===== config.mk =====
export PLATFORM = sky130hd
export DESIGN_NAME = scrolling_test_pattern_generator_unit
export DESIGN_NICKNAME = d
export VERILOG_FILES = /design/src/design/stpg_pkg.sv /design/src/design/stpg_div.sv /design/src/design/stpg_fifo.sv /design/src/design/stpg_front.sv /design/src/design/stpg_back.sv /design/src/design/scrolling_test_pattern_generator_unit.sv
export VERILOG_INCLUDE_DIRS = /design/src /design/src/design
export SDC_FILE = /design/constraint.sdc
export NUM_CORES = 1
export LEC_CHECK = 0
export ABC_AREA = 1
export BUFFER_PORTS_ARGS = -buffer_cell sky130_fd_sc_hd__buf_2
export CORE_MARGIN = 1
export CORE_UTILIZATION = 40
export DETAILED_ROUTE_END_ITERATION = 12
export PLACE_DENSITY_LB_ADDON = 0.05
export SLEW_MARGIN = 30
export SYNTH_ARGS = -nofsm -noshare
export SYNTH_HDL_FRONTEND = slang
export SYNTH_HIERARCHICAL = 1
export SYNTH_SLANG_ARGS = --single-unit

===== constraint.sdc =====
create_clock -name clk -period 8.3 [get_ports clk]
set_input_delay 0.83 -clock clk [delete_from_list [all_inputs] [get_ports clk]]
set_output_delay 0.83 -clock clk [all_outputs]
set_load 0.02 [all_outputs]

===== src/design/scrolling_test_pattern_generator_unit_defines.svh =====
// ----------------------------------------------------------------------------
// Scrolling test pattern generator: assertion macros
// Shared property wrappers, clocked on clk and disabled during reset.
// ----------------------------------------------------------------------------
`ifndef SCROLLING_TEST_PATTERN_GENERATOR_UNIT_DEFINES_SVH
`define SCROLLING_TEST_PATTERN_GENERATOR_UNIT_DEFINES_SVH

// same-cycle implication
`define STPG_ASSERT_IMPL(label, ante, cons) \
	label: assert property (@(posedge clk) disable iff (!arst_n) (ante) |-> (cons)) \
		else $error("stpg: same-cycle check failed");

// next-cycle implication
`define STPG_ASSERT_NEXT(label, ante, cons) \
	label: assert property (@(posedge clk) disable iff (!arst_n) (ante) |=> (cons)) \
		else $error("stpg: next-cycle check failed");

`endif


===== src/design/stpg_pkg.sv =====
// ----------------------------------------------------------------------------
// Scrolling test pattern generator: package
// Types, register codes and constants shared by the generator modules.
// ----------------------------------------------------------------------------
package stpg_pkg;

	localparam int COL_W = 12;
	localparam logic [12:0] MAX_WIDTH = 13'd4095;
	localparam int STRIPE_COUNT = 10;
	localparam int MOD_NUM_W = 13;
	localparam int DIV_NUM_W = 28;
	localparam int QUEUE_DEPTH_DEF = 2;

	localparam int W10_SHIFT = 20;
	localparam logic [20:0] W10_RECIP = 21'((1 << W10_SHIFT) / STRIPE_COUNT + 1);

	localparam logic [1:0] FMT_GRAY = 2'd0;
	localparam logic [1:0] FMT_RGB  = 2'd1;
	localparam logic [1:0] FMT_BGR  = 2'd2;

	localparam logic [1:0] REG_PIXEL_FORMAT = 2'd0;
	localparam logic [1:0] REG_WIDTH_PIXELS = 2'd1;
	localparam logic [1:0] REG_HEIGHT_LINES = 2'd2;
	localparam logic [1:0] REG_SCROLL_STEP  = 2'd3;

	localparam logic [1:0]  FMT_RST    = FMT_RGB;
	localparam logic [11:0] WIDTH_RST  = 12'd640;
	localparam logic [11:0] HEIGHT_RST = 12'd480;
	localparam logic [5:0]  STEP_RST   = 6'd2;
	localparam logic [11:0] W10_RST    = 12'(640 / STRIPE_COUNT);

	localparam logic [16:0] Q_ONE = 17'd65536;
	localparam logic [16:0] Q_T1  = 17'd21850;
	localparam logic [16:0] Q_T2  = 17'd43693;

	typedef struct packed {
		logic [1:0]  fmt;
		logic [11:0] width;
		logic [11:0] height;
		logic [11:0] w10;
		logic [5:0]  step;
	} cfg_t;

	typedef struct packed {
		logic [11:0] col;
		logic        eol;
		logic        eof;
	} pix_item_t;

	typedef enum logic [2:0] {
		F_IDLE,
		F_MOD_COL,
		F_MOD_OFF,
		F_EMIT,
		F_MOD_ADV
	} front_state_t;

	typedef enum logic [2:0] {
		B_IDLE,
		B_MOD,
		B_SCALE,
		B_DIV,
		B_PUT
	} back_state_t;

endpackage


===== src/design/stpg_div.sv =====
// ----------------------------------------------------------------------------
// Scrolling test pattern generator: iterative divider
// Restoring division, one quotient bit per cycle; done pulses when finished.
// ----------------------------------------------------------------------------
module stpg_div #(
	parameter int NUM_W = 28,
	parameter int DEN_W = 12
) (
	input  logic             clk,
	input  logic             arst_n,
	input  logic             start,
	input  logic [NUM_W-1:0] num,
	input  logic [DEN_W-1:0] den,
	output logic             done,
	output logic [NUM_W-1:0] quo,
	output logic [DEN_W-1:0] rem
);
	localparam int CNT_W = $clog2(NUM_W);

	logic             busy_q;
	logic             done_q;
	logic [CNT_W-1:0] cnt_q;
	logic [NUM_W-1:0] quo_q;
	logic [DEN_W-1:0] rem_q;
	logic [DEN_W:0]   rem_sh;
	logic [DEN_W:0]   rem_dif;
	logic             ge;

	assign rem_sh  = {rem_q, quo_q[NUM_W-1]};
	assign ge      = rem_sh >= {1'b0, den};
	assign rem_dif = rem_sh - {1'b0, den};

	always_ff @(posedge clk or negedge arst_n) begin
		if (!arst_n) begin
			busy_q <= 1'b0;
			done_q <= 1'b0;
			cnt_q  <= '0;
		end else begin
			done_q <= 1'b0;
			if (start) begin
				busy_q <= 1'b1;
				cnt_q  <= '0;
			end else if (busy_q) begin
				cnt_q <= cnt_q + 1'b1;
				if (cnt_q == CNT_W'(NUM_W - 1)) begin
					busy_q <= 1'b0;
					done_q <= 1'b1;
				end
			end
		end
	end

	always_ff @(posedge clk) begin
		if (start) begin
			quo_q <= num;
			rem_q <= '0;
		end else if (busy_q) begin
			rem_q <= ge ? rem_dif[DEN_W-1:0] : rem_sh[DEN_W-1:0];
			quo_q <= {quo_q[NUM_W-2:0], ge};
		end
	end

	assign done = done_q;
	assign quo  = quo_q;
	assign rem  = rem_q;

endmodule


===== src/design/stpg_fifo.sv =====
// ----------------------------------------------------------------------------
// Scrolling test pattern generator: request queue
// Short FIFO that decouples the position front end from the pixel back end.
// ----------------------------------------------------------------------------
module stpg_fifo #(
	parameter int DEPTH = 2
) (
	input  logic                clk,
	input  logic                arst_n,
	input  logic                push,
	input  stpg_pkg::pix_item_t push_item,
	output logic                full,
	input  logic                pop,
	output stpg_pkg::pix_item_t pop_item,
	output logic                empty
);
	import stpg_pkg::*;

	localparam int PTR_W = $clog2(DEPTH);
	localparam int CNT_W = $clog2(DEPTH + 1);

	pix_item_t        slot_q [DEPTH];
	logic [PTR_W-1:0] wr_ptr_q;
	logic [PTR_W-1:0] rd_ptr_q;
	logic [CNT_W-1:0] cnt_q;
	logic             do_push;
	logic             do_pop;

	function automatic logic [PTR_W-1:0] next_ptr(input logic [PTR_W-1:0] p);
		return (p == PTR_W'(DEPTH - 1)) ? '0 : p + 1'b1;
	endfunction

	assign full     = cnt_q == CNT_W'(DEPTH);
	assign empty    = cnt_q == '0;
	assign do_push  = push && !full;
	assign do_pop   = pop && !empty;
	assign pop_item = slot_q[rd_ptr_q];

	always_ff @(posedge clk or negedge arst_n) begin
		if (!arst_n) begin
			wr_ptr_q <= '0;
			rd_ptr_q <= '0;
			cnt_q    <= '0;
		end else begin
			if (do_push) wr_ptr_q <= next_ptr(wr_ptr_q);
			if (do_pop) rd_ptr_q <= next_ptr(rd_ptr_q);
			if (do_push && !do_pop) cnt_q <= cnt_q + 1'b1;
			else if (do_pop && !do_push) cnt_q <= cnt_q - 1'b1;
		end
	end

	always_ff @(posedge clk) begin
		if (do_push) slot_q[wr_ptr_q] <= push_item;
	end

endmodule


===== src/design/stpg_front.sv =====
// ----------------------------------------------------------------------------
// Scrolling test pattern generator: position front end
// Accept requests, track column, row and scroll offset, queue source columns.
// ----------------------------------------------------------------------------
module stpg_front (
	input  logic                clk,
	input  logic                arst_n,
	input  stpg_pkg::cfg_t      cfg,
	input  logic                in_valid,
	output logic                in_stall,
	input  logic                restart,
	output logic                push,
	output stpg_pkg::pix_item_t push_item,
	input  logic                q_full
);
	import stpg_pkg::*;

	front_state_t state_q, state_d;
	logic [11:0]  col_q, col_d;
	logic [11:0]  row_q, row_d;
	logic [11:0]  off_q, off_d;
	logic [11:0]  colm_q;
	logic [11:0]  offm_q;
	logic [11:0]  den_q;

	logic         accept;
	logic [11:0]  col_n, row_n, off_n;
	logic         fast_ok;
	logic         is_emit;
	logic [11:0]  e_col, e_row, e_colm, e_offm;
	logic [12:0]  csum;
	logic [12:0]  col_inc, row_inc;
	logic         eol, eof;
	logic [12:0]  adv, adv_red;
	logic         adv_slow;
	logic [11:0]  col_nx, row_nx, off_nx;

	logic         div_start;
	logic [12:0]  div_num;
	logic         div_done;
	logic [11:0]  div_rem;

	stpg_div #(
		.NUM_W(MOD_NUM_W),
		.DEN_W(COL_W)
	) u_mod (
		.clk   (clk),
		.arst_n(arst_n),
		.start (div_start),
		.num   (div_num),
		.den   (den_q),
		.done  (div_done),
		.quo   (),
		.rem   (div_rem)
	);

	assign in_stall = (state_q != F_IDLE) || q_full;
	assign accept   = in_valid && !in_stall;

	assign col_n   = restart ? '0 : col_q;
	assign row_n   = restart ? '0 : row_q;
	assign off_n   = restart ? {6'b0, cfg.step} : off_q;
	assign fast_ok = (col_n < cfg.width) && (off_n < cfg.width);

	assign is_emit = state_q == F_EMIT;
	assign e_col   = is_emit ? col_q : col_n;
	assign e_row   = is_emit ? row_q : row_n;
	assign e_colm  = is_emit ? colm_q : col_n;
	assign e_offm  = is_emit ? offm_q : off_n;

	assign csum    = {1'b0, e_colm} + {1'b0, e_offm};
	assign col_inc = {1'b0, e_col} + 13'd1;
	assign row_inc = {1'b0, e_row} + 13'd1;
	assign eol     = col_inc >= {1'b0, cfg.width};
	assign eof     = eol && (row_inc >= {1'b0, cfg.height});

	assign adv      = {1'b0, e_offm} + {7'b0, cfg.step};
	assign adv_red  = (adv >= {1'b0, cfg.width}) ? adv - {1'b0, cfg.width} : adv;
	assign adv_slow = eof && (adv_red >= {1'b0, cfg.width});

	assign col_nx = eol ? '0 : col_inc[11:0];
	assign row_nx = eol ? (eof ? '0 : row_inc[11:0]) : e_row;
	assign off_nx = eof ? adv_red[11:0] : e_offm;

	always_comb begin
		push_item.col = (csum >= {1'b0, cfg.width}) ? 12'(csum - {1'b0, cfg.width})
			: csum[11:0];
		push_item.eol = eol;
		push_item.eof = eof;
	end

	always_comb begin
		state_d   = state_q;
		col_d     = col_q;
		row_d     = row_q;
		off_d     = off_q;
		div_start = 1'b0;
		div_num   = '0;
		push      = 1'b0;
		case (state_q)
			F_IDLE: begin
				if (accept) begin
					if (fast_ok) begin
						push  = 1'b1;
						col_d = col_nx;
						row_d = row_nx;
						off_d = off_nx;
						if (adv_slow) begin
							div_start = 1'b1;
							div_num   = adv_red;
							state_d   = F_MOD_ADV;
						end
					end else begin
						col_d     = col_n;
						row_d     = row_n;
						off_d     = off_n;
						div_start = 1'b1;
						div_num   = {1'b0, col_n};
						state_d   = F_MOD_COL;
					end
				end
			end
			F_MOD_COL: begin
				if (div_done) begin
					div_start = 1'b1;
					div_num   = {1'b0, off_q};
					state_d   = F_MOD_OFF;
				end
			end
			F_MOD_OFF: begin
				if (div_done) state_d = F_EMIT;
			end
			F_EMIT: begin
				push  = 1'b1;
				col_d = col_nx;
				row_d = row_nx;
				off_d = off_nx;
				if (adv_slow) begin
					div_start = 1'b1;
					div_num   = adv_red;
					state_d   = F_MOD_ADV;
				end else begin
					state_d = F_IDLE;
				end
			end
			F_MOD_ADV: begin
				if (div_done) begin
					off_d   = div_rem;
					state_d = F_IDLE;
				end
			end
			default: state_d = F_IDLE;
		endcase
	end

	always_ff @(posedge clk or negedge arst_n) begin
		if (!arst_n) begin
			state_q <= F_IDLE;
			col_q   <= '0;
			row_q   <= '0;
			off_q   <= {6'b0, STEP_RST};
		end else begin
			state_q <= state_d;
			col_q   <= col_d;
			row_q   <= row_d;
			off_q   <= off_d;
		end
	end

	always_ff @(posedge clk) begin
		if (state_q == F_IDLE) den_q <= cfg.width;
		if (state_q == F_MOD_COL && div_done) colm_q <= div_rem;
		if (state_q == F_MOD_OFF && div_done) offm_q <= div_rem;
	end

endmodule


===== src/design/stpg_back.sv =====
// ----------------------------------------------------------------------------
// Scrolling test pattern generator: pixel back end
// Turn a source column into gray stripes, a hue ramp or black for an unused format; hold the result.
// ----------------------------------------------------------------------------
module stpg_back (
	input  logic                clk,
	input  logic                arst_n,
	input  stpg_pkg::cfg_t      cfg,
	input  logic                q_empty,
	output logic                pop,
	input  stpg_pkg::pix_item_t pop_item,
	output logic                out_valid,
	input  logic                out_stall,
	output logic [7:0]          chan_a,
	output logic [7:0]          chan_b,
	output logic [7:0]          chan_c,
	output logic                end_of_line,
	output logic                end_of_frame
);
	import stpg_pkg::*;

	back_state_t state_q, state_d;
	pix_item_t   item_q;
	logic        out_valid_q;
	logic [7:0]  chan_a_q, chan_b_q, chan_c_q;
	logic        eol_q, eof_q;

	logic        out_free;
	logic        load;
	logic        div_start;
	logic [27:0] div_num;
	logic [11:0] div_den;
	logic        div_done;
	logic [27:0] div_quo;
	logic [11:0] div_rem;
	logic [19:0] scaled;

	logic [15:0] v;
	logic [17:0] v3;
	logic [17:0] r_x, g_x, b_x;
	logic [7:0]  r_c, g_c, b_c;
	logic [7:0]  a_d, b_d, c_d;

	function automatic logic [17:0] mul3(input logic [16:0] x);
		return {1'b0, x} + {x, 1'b0};
	endfunction

	function automatic logic [9:0] term(input logic [17:0] x);
		logic [25:0] prod;
		prod = {x, 8'b0} - {8'b0, x};
		return prod[25:16];
	endfunction

	function automatic logic [7:0] squash(input logic [9:0] t);
		return (t > 10'd127) ? 8'd254 : {t[6:0], 1'b0};
	endfunction

	stpg_div #(
		.NUM_W(DIV_NUM_W),
		.DEN_W(COL_W)
	) u_div (
		.clk   (clk),
		.arst_n(arst_n),
		.start (div_start),
		.num   (div_num),
		.den   (div_den),
		.done  (div_done),
		.quo   (div_quo),
		.rem   (div_rem)
	);

	assign div_den  = (state_q == B_MOD || state_q == B_SCALE) ? cfg.w10 : cfg.width;
	assign scaled   = {div_rem, 8'b0} - {8'b0, div_rem};
	assign out_free = !out_valid_q || !out_stall;

	always_comb begin
		state_d   = state_q;
		pop       = 1'b0;
		load      = 1'b0;
		div_start = 1'b0;
		div_num   = '0;
		case (state_q)
			B_IDLE: begin
				if (!q_empty) begin
					pop = 1'b1;
					case (cfg.fmt)
						FMT_GRAY: begin
							div_start = 1'b1;
							div_num   = {16'b0, pop_item.col};
							state_d   = B_MOD;
						end
						FMT_RGB, FMT_BGR: begin
							div_start = 1'b1;
							div_num   = {pop_item.col, 16'b0};
							state_d   = B_DIV;
						end
						default: state_d = B_PUT;
					endcase
				end
			end
			B_MOD: begin
				if (div_done) begin
					div_start = 1'b1;
					div_num   = {8'b0, scaled};
					state_d   = B_SCALE;
				end
			end
			B_SCALE: begin
				if (div_done) state_d = B_PUT;
			end
			B_DIV: begin
				if (div_done) state_d = B_PUT;
			end
			B_PUT: begin
				if (out_free) begin
					load    = 1'b1;
					state_d = B_IDLE;
				end
			end
			default: state_d = B_IDLE;
		endcase
	end

	assign v  = div_quo[15:0];
	assign v3 = mul3({1'b0, v});

	always_comb begin
		r_x = '0;
		g_x = '0;
		b_x = '0;
		if ({1'b0, v} < Q_T1) begin
			r_x = (v3 < {1'b0, Q_ONE}) ? {1'b0, Q_ONE} - v3 : '0;
			g_x = v3;
		end else if ({1'b0, v} < Q_T2) begin
			g_x = mul3(Q_T2 - {1'b0, v});
			b_x = mul3({1'b0, v} - Q_T1);
		end else begin
			r_x = mul3({1'b0, v} - Q_T2);
			b_x = mul3(Q_ONE - {1'b0, v});
		end
	end

	assign r_c = squash(term(r_x));
	assign g_c = squash(term(g_x));
	assign b_c = squash(term(b_x));

	always_comb begin
		a_d = '0;
		b_d = '0;
		c_d = '0;
		case (cfg.fmt)
			FMT_GRAY: a_d = div_quo[7:0];
			FMT_RGB: begin
				a_d = r_c;
				b_d = g_c;
				c_d = b_c;
			end
			FMT_BGR: begin
				a_d = b_c;
				b_d = g_c;
				c_d = r_c;
			end
			default: a_d = '0;
		endcase
	end

	always_ff @(posedge clk or negedge arst_n) begin
		if (!arst_n) begin
			state_q     <= B_IDLE;
			out_valid_q <= 1'b0;
		end else begin
			state_q <= state_d;
			if (load) out_valid_q <= 1'b1;
			else if (!out_stall) out_valid_q <= 1'b0;
		end
	end

	always_ff @(posedge clk) begin
		if (pop) item_q <= pop_item;
		if (load) begin
			chan_a_q <= a_d;
			chan_b_q <= b_d;
			chan_c_q <= c_d;
			eol_q    <= item_q.eol;
			eof_q    <= item_q.eof;
		end
	end

	assign out_valid    = out_valid_q;
	assign chan_a       = chan_a_q;
	assign chan_b       = chan_b_q;
	assign chan_c       = chan_c_q;
	assign end_of_line  = eol_q;
	assign end_of_frame = eof_q;

endmodule


===== src/design/scrolling_test_pattern_generator_unit.sv =====
// ----------------------------------------------------------------------------
// Scrolling test pattern generator
// Emits one pixel per request in raster order: ten gray sawtooth stripes or
// an RGB/BGR hue ramp, scrolled left by scroll_step pixels every frame.
// A front end tracks column, row and scroll offset and hands the source
// column through a short queue to a back end that forms the pixel with a
// 28-step shared divider. The back end sets the rate: a color pixel takes
// one division and a gray pixel two, with the output register letting the
// next pixel start while one waits to be taken. The front end passes a
// request straight to the queue while it has room; after a width change
// that leaves the column or offset out of range, or a restart with
// scroll_step not below the width, it first reduces them with two divisions,
// and a frame wrap with a very narrow width adds one more.
// ----------------------------------------------------------------------------
`include "scrolling_test_pattern_generator_unit_defines.svh"

module scrolling_test_pattern_generator_unit #(
	parameter int QUEUE_DEPTH = stpg_pkg::QUEUE_DEPTH_DEF
) (
	input  logic        clk,
	input  logic        arst_n,
	input  logic        cfg_we,
	input  logic [1:0]  cfg_index,
	input  logic [11:0] cfg_data,
	input  logic        in_valid,
	output logic        in_stall,
	input  logic        restart,
	output logic        out_valid,
	input  logic        out_stall,
	output logic [7:0]  chan_a,
	output logic [7:0]  chan_b,
	output logic [7:0]  chan_c,
	output logic        end_of_line,
	output logic        end_of_frame
);
	import stpg_pkg::*;

	logic [1:0]  fmt_q;
	logic [11:0] width_q;
	logic [11:0] height_q;
	logic [5:0]  step_q;
	logic [11:0] w10_q;
	logic [11:0] w_eff;
	logic [11:0] h_eff;
	logic [11:0] w10_raw;
	logic [32:0] w10_prod;
	cfg_t        cfg;

	logic        q_push;
	logic        q_full;
	logic        q_pop;
	logic        q_empty;
	pix_item_t   push_item;
	pix_item_t   pop_item;

	always_ff @(posedge clk or negedge arst_n) begin
		if (!arst_n) begin
			fmt_q    <= FMT_RST;
			width_q  <= WIDTH_RST;
			height_q <= HEIGHT_RST;
			step_q   <= STEP_RST;
			w10_q    <= W10_RST;
		end else begin
			w10_q <= (w10_raw == '0) ? 12'd1 : w10_raw;
			if (cfg_we) begin
				case (cfg_index)
					REG_PIXEL_FORMAT: fmt_q    <= cfg_data[1:0];
					REG_WIDTH_PIXELS: width_q  <= cfg_data;
					REG_HEIGHT_LINES: height_q <= cfg_data;
					REG_SCROLL_STEP:  step_q   <= cfg_data[5:0];
					default: ;
				endcase
			end
		end
	end

	always_comb begin
		if (width_q == '0) w_eff = 12'd1;
		else if ({1'b0, width_q} > MAX_WIDTH) w_eff = MAX_WIDTH[11:0];
		else w_eff = width_q;
	end

	assign h_eff    = (height_q == '0) ? 12'd1 : height_q;
	assign w10_prod = {21'b0, w_eff} * {12'b0, W10_RECIP};
	assign w10_raw  = w10_prod[W10_SHIFT +: 12];

	assign cfg.fmt    = fmt_q;
	assign cfg.width  = w_eff;
	assign cfg.height = h_eff;
	assign cfg.w10    = w10_q;
	assign cfg.step   = step_q;

	stpg_front u_front (
		.clk      (clk),
		.arst_n   (arst_n),
		.cfg      (cfg),
		.in_valid (in_valid),
		.in_stall (in_stall),
		.restart  (restart),
		.push     (q_push),
		.push_item(push_item),
		.q_full   (q_full)
	);

	stpg_fifo #(
		.DEPTH(QUEUE_DEPTH)
	) u_queue (
		.clk      (clk),
		.arst_n   (arst_n),
		.push     (q_push),
		.push_item(push_item),
		.full     (q_full),
		.pop      (q_pop),
		.pop_item (pop_item),
		.empty    (q_empty)
	);

	stpg_back u_back (
		.clk         (clk),
		.arst_n      (arst_n),
		.cfg         (cfg),
		.q_empty     (q_empty),
		.pop         (q_pop),
		.pop_item    (pop_item),
		.out_valid   (out_valid),
		.out_stall   (out_stall),
		.chan_a      (chan_a),
		.chan_b      (chan_b),
		.chan_c      (chan_c),
		.end_of_line (end_of_line),
		.end_of_frame(end_of_frame)
	);

	`STPG_ASSERT_IMPL(a_push_not_full, q_push, !q_full)
	`STPG_ASSERT_IMPL(a_pop_not_empty, q_pop, !q_empty)
	`STPG_ASSERT_NEXT(a_single_pop, q_pop, !q_pop)
	`STPG_ASSERT_IMPL(a_eof_has_eol, out_valid && end_of_frame, end_of_line)

endmodule


Yosys cells after proc, flatten, opt, wreduce, memory -nomap -nowiden
Memory sizes are Yosys's and may differ from the RTL's. Cells that the tools add are included.

Bits in registers: 230. Bits in writable memories: 28. Bits of input ports: 20. Output and inout port bits: 28. Word-level logic and storage cells: 258. Memories: 1.

$add $sub $neg: 28. $mul: 1. Order comparisons: 15. Eq/ne operators: 26. Multiplexer cells: 108. Reductions and logical operators: 45.

Memories: u_queue.slot_q (depth 2, bits a word 14, rd ports 1, clocked after memory_dff 0, write ports 1, line stpg_fifo.sv:22) `pix_item_t slot_q [DEPTH];`.

Operators with widths (number): $mux W12 (25); $mux W18 (7); $pmux W28 S2 (2); $ge A13 B12 Y1 (7); $mux W28 (3); $mux W13 (6); $sub A26 B18 Y26 (3); $add A17 B18 Y18 (4); $pmux W12 S2 (2); $pmux W13 S3 (1); $logic_not A12 Y1 (3); $pmux W12 S3 (1); $sub A12 B12 Y12 (3); $mux W3 (11); $mux W1 (31); $gt A10 B7 Y1 const B (3); $mul A12 B16 Y28 const B (1); $add A12 B1 Y13 const B (2); $lt A12 B12 Y1 (2); $mux W8 (3); $pmux W8 S3 (1); $mux W20 (1); $sub A20 B12 Y20 (1); $add A16 B17 Y18 (1); 49 further kinds (99).

Depth between registers and ports, before layout
Depth after elaboration: 12. Depth in mapped cells: 52. Gate-level depth less buffers: 46.

By module
Netlist, hierarchy kept.

By module, submodules not included: stpg_back (times used 1, cells an instance 2009, area an instance 11641.2 um^2, seq. area each 880.8 um^2); stpg_front (times used 1, cells an instance 1352, area an instance 9037.4 um^2, seq. area each 2058.2 um^2); scrolling_test_pattern_generator_unit (times used 1, cells an instance 673, area an instance 4948.5 um^2, seq. area each 1037.2 um^2); stpg_div at u_back.u_div (times used 1, cells an instance 390, area an instance 2897.8 um^2, seq. area each 1256.2 um^2); stpg_div at u_front.u_mod (times used 1, cells an instance 321, area an instance 2207.1 um^2, seq. area each 780.7 um^2); stpg_fifo (times used 1, cells an instance 105, area an instance 1256.2 um^2, seq. area each 940.9 um^2).

Least setup slack after synthesis
OpenSTA, ideal clock, no wires.

Path kind: input to register. Start: in restart. End: reg u_front.u_mod.quo_q[0] (netlist: u_front/u_mod/quo[0]) (enable). Library setup time: 0.305 ns. Arrival: 6.071 ns. Required time: 7.995 ns. Path slack: 1.924 ns. Stages: 44. Path buffers: 4. Path through: buf_6 > clkbuf_1 > nand2_1 > o21ai_0 > nand2_1 > o21ai_0 > inv_1 > fa_1 > inv_1 > nand2_1 > nand3_1 > nand4_2 > nor2_1 > xor2_1 > inv_1 > ha_1 > nand2_1 > nor2_1 > [8 not listed] > ha_1 > nand2_1 > inv_1 > o21ai_0 > nand3_1 > nand2_1 > nand2_1 > nand2_1 > nand3_1 > a21oi_1 > nand2_4 > nand2_4 > nand2_1 > nand2_1 > nand2_1 > clkbuf_1 > nor2_1 > inv_1.

Word-level cells in the longest chain between the ends: 12. Elaborated cells between the ends (all ways): 25. Classes of those cells: add/sub: 4; order compare: 6; mux: 11; reduce/logical: 4.

Ends and longest elaborated chain: start, declared (line scrolling_test_pattern_generator_unit.sv:27) `input logic restart,`; $mux W12 (line stpg_front.sv:62) `assign off_n = restart ? {6'b0, cfg.step} : off_q;`; $mux W12 (line stpg_front.sv:69) `assign e_offm = is_emit ? offm_q : off_n;`; $add A12 B6 Y13 (line stpg_front.sv:77) `assign adv = {1'b0, e_offm} + {7'b0, cfg.step};`; $sub A13 B12 Y13 / $ge A13 B12 Y1 (equally long branches) (line stpg_front.sv:78) `assign adv_red = (adv >= {1'b0, cfg.width}) ? adv - {1'b0, cfg.width} : adv;`; $mux W13 (line stpg_front.sv:78); $ge A13 B12 Y1 (line stpg_front.sv:79) `assign adv_slow = eof && (adv_red >= {1'b0, cfg.width});`; $logic_and A1 B1 Y1 (line stpg_front.sv:79); $mux W1 (line stpg_front.sv:108, stpg_front.sv:138); $mux W1 (line stpg_front.sv:103) `if (fast_ok) begin`; $mux W1 (line stpg_front.sv:102) `if (accept) begin`; $pmux W1 S3 (*) (line stpg_front.sv:100) `case (state_q)`; net u_front.div_start (line stpg_front.sv:38) `logic div_start;`; $reduce_bool A2 Y1 (no line) (*); end signal, assigned (line stpg_div.sv:55) `quo_q <= num;`; end signal, assigned (line stpg_div.sv:59) `quo_q <= {quo_q[NUM_W-2:0], ge};`; end, declared (line stpg_div.sv:23) `logic [NUM_W-1:0] quo_q;`.

Mark *: on every way through the listed nets, which the timed path passes. The rest lies on a longest branch. A chain may end at the register's enable or synchronous reset.

Final worst setup path
Start: reg u_front.state_q[2]. End: reg u_front.u_mod.cnt_q[2].

Word-level cells in the longest chain between the ends: 12. Elaborated cells between the ends (all ways): 27. Classes of those cells: add/sub: 4; order compare: 4; eq/ne: 2; mux: 9; reduce/logical: 8.

Ends and longest elaborated chain: start, declared (line stpg_front.sv:18) `front_state_t state_q, state_d;`; start signal, assigned (line stpg_front.sv:163) `state_q <= state_d;`; $eq A3 B2 Y1 (line stpg_front.sv:65, stpg_front.sv:100); $mux W12 (line stpg_front.sv:69); $add A12 B6 Y13 (line stpg_front.sv:77); $sub A13 B12 Y13 / $ge A13 B12 Y1 (equally long branches) (line stpg_front.sv:78); $mux W13 (line stpg_front.sv:78); $ge A13 B12 Y1 (line stpg_front.sv:79); $logic_and A1 B1 Y1 (line stpg_front.sv:79); $mux W1 (line stpg_front.sv:108, stpg_front.sv:138); $mux W1 (line stpg_front.sv:103); $mux W1 (line stpg_front.sv:102); $pmux W1 S3 (*) (line stpg_front.sv:100); net u_front.div_start (line stpg_front.sv:38); $mux W4 / $reduce_bool A2 Y1 (equally long branches); end signal, assigned (line stpg_div.sv:44) `cnt_q <= cnt_q + 1'b1;`; end, declared (line stpg_div.sv:22) `logic [CNT_W-1:0] cnt_q;`.

Marks and branches as above.

==> results.md <==
- Worst rel slew slack: 0.330
- Total Power: 11.8 mW
- Hold buffers post-CTS: 0
- DP Cell Count: 5,873
- Ys Warns: 6
- Via count: 30,500
- Final TNS setup: 0 ns
- Clock slew at reported path FFs: 0.06 ns
- Worst VDD drop: 0.229 mV
- Clk sinks: 256
- NumNets Final: 5,298
- Clock root cell: clkbuf_16
- PwrDens: 342 nW/um^2
- Tcrit/Tclk final: 0.830
- Total routed wirelength: 109 mm
- Critical Path AT: 7.39 ns
- Global-route wire length before repair: 170 mm
- Dpl ws: 0.972 ns
- Num CTS Buffers: 34
- # DRC: 0
- Global Route Usage Sum: 0.267
- Area grow syn2layout: 7.31%
- H-tree depth: 2
- Max Cap Viol: 0
- RSZ-0062 raised after global routing: false
- Via-to-Cell Ratio: 5.13
- Fin area: 34,300 um^2
- Die W: 285 um
- Antenna violations before repair: 1
- Clk buf depth: 3
- Clock Latency Late Sink: 0.57 ns
- Overflow after GRT: 0
- Worst setup SP type: register
- Yosys cell types: 72
- Die height: 285 um
- CTS tree: done
- Vias in the first global route: 29,000
- Worst-path fanout max: 17
- Placed Area: 33,200 um^2
- Drt wl/cell: 18.4 um
- # Post-CTS Setup Buffers: 0
- DP Wirelength: 89.1 mm
- Register area share after synthesis: 0.217
- Critical path class: reg2reg
- Total inserted antenna cells: 0
- Synth area leader: nand2_1
- Filler cells: 8,450
- Hold Path Class: in2async
- DRT antenna net count: 0
- Largest net degree at the start of global routing: 53
- Yosys reg bits: 256
- Cell count after synthesis: 4,850
- Final core occ: 0.435
- Share of layout cells above drive strength 1: 0.0731
- Top cells by area, synth: nand2_1 (17%), ha_1 (14%), edfxtp_1 (12%), inv_1 (9.3%), dfrtp_1 (7.1%)
- Area of the mapped netlist: 32,000 um^2
- Multi-input gate area: 21,400 um^2
- R2R Setup Slk: 1.41 ns
- FFs w/ async S/R, synth: 0.395
- Slowest CP cell: o21ai_0
- Critical Path Most Common Cell: nand2_1
- IO buf count: 45
- Initial core utilization: 0.405
- Core area: 79,000 um^2
- Most frequent cells in the layout: nand2_1 (1,430), inv_1 (795), ha_1 (368)
- Most common library cell in the layout ignoring fill and taps: nand2_1
- Initial DRC count: 2,091
- Io pins: 48
- Most used DFF post-synth: edfxtp_1
- 1st-pass router iterations: 5
- Post-synth EDFFs: 131
- Status: finished, final reports clean
- # setup viols final: 0
- Max Clk Rate: 145 MHz
- CP peak stage delay: 0.68 ns
- Die footprint: 81,100 um^2
- Worst Clk Skew: 0.0292 ns
- # rows: 103
- Hold_ws: 0.286 ns
- Final min period: 6.89 ns
- Leakage: 18.4 nW
- Post-synth top area share: 0.168
- Worst-Margin Slew: 1.00 ns
- Final Max Slew Viols: 0
- Synthesized area per cell: 6.60 um^2
- Post-CTS resize count: 0
- Fin. Hold Viols: 0
- Critical path endpoint category: register
- Req. time, crit path: 8.80 ns
- Placer Congestion: 0.952
- Non-Filler Instances: 5,935
- Reg area: 6950 um^2
- Setup slack after layout: 1.41 ns
critical path, delay by kind of cell, from the launching register on:
kind	cells	cell delay, ns
AND/OR/NAND/NOR	24	2.58
AO/OA/AOI/OAI	5	1.33
buffers and inverters	8	1.18
adder cells (fa/ha/maj)	3	1.10
flip-flops	1	0.41
XOR/XNOR	1	0.23
logic make-up after synthesis:
kind of cell               synth area share
muxes                               0.00422
AOI/OAI and AO/OA                     0.107
and+or+nand+nor                       0.335
DFF                                   0.217
buffers and inverters                 0.115
other                              0.000235
xor gates and xnor gates             0.0449
adders and majority gates             0.176
layout make-up:
type,count,area share
Clock buffer,48,0.0278
Timing Repair Buffer,75,0.0134
Inverter,832,0.0913
Tap cell,1050,0.0383
Multi-Input combinational cell,3660,0.623
Clock inverter,14,0.00361
Sequential cell,256,0.203
path summary, 6_finish.rpt:
check | end | depth (start not counted) | from
max in group asynchronous | u_back/u_div/cnt_q[0] | 2 | arst_n
min in group clk | u_back/end_of_frame | 0 | u_back/item_q[0]
max | u_front/u_mod/cnt_q[2] | 41 | u_front/state_q[2]
min | u_front/u_mod/cnt_q[3] | 1 | arst_n
max reg2reg | u_front/u_mod/cnt_q[2] | 41 | u_front/state_q[2]
min reg2reg | u_back/end_of_frame | 0 | u_back/item_q[0]
cells in the mapped netlist, types with 9 or more instances:
cell	number
nand3_1	346
xor2_1	114
nand2_2	55
nor2_2	29
a21oi_1	297
edfxtp_1	131
dfxtp_1	24
buf_2	26
inv_2	23
o21ai_0	211
nand3_2	28
o21ai_1	13
nand4_1	78
nor3_1	42
o21bai_1	14
a31oi_1	14
nor4_1	9
mux2_2	12
nand3b_1	16
nor2_1	339
nand2_4	10
nand2_1	1430
o22ai_1	20
dfrtp_1	91
clkbuf_1	55
nor2_4	13
ha_1	368
buf_4	10
dfstp_2	10
fa_1	51
xnor2_1	50
inv_1	796
report_power, final:
part / internal [mW] / switching (mW)
registers: 1.87 / 0.249
logic: 2.70 / 5.47
clock network: 0.842 / 0.626
total: 5.41 / 6.35
flip-flops by register name (all words and copies together) (netlist names), 8 cells and up:
name / count
u_front/offm_q: 12
u_front/row_q: 12
u_front/off_q: 12
u_front/den_q: 12
width_q: 12
u_back/u_div/rem: 12
u_back/u_div/quo: 28
u_front/col_q: 12
u_front/u_mod/quo: 13
height_q: 12
u_back/chan_a: 8
u_front/u_mod/rem: 12
u_queue/slot_q: 28
w10_q: 9
u_front/colm_q: 12
layer usage:
metal | up-vias | part of all wire | track usage
met5 | - | 0.00012 | 0
met4 | 2 | 0.034 | 0.0879
met3 | 157 | 0.039 | 0.0222
met2 | 688 | 0.47 | 0.460
met1 | 14000 | 0.45 | 0.352
li1 | 15600 | - | -
Note: power is estimated with default switching activity, not from simulation.
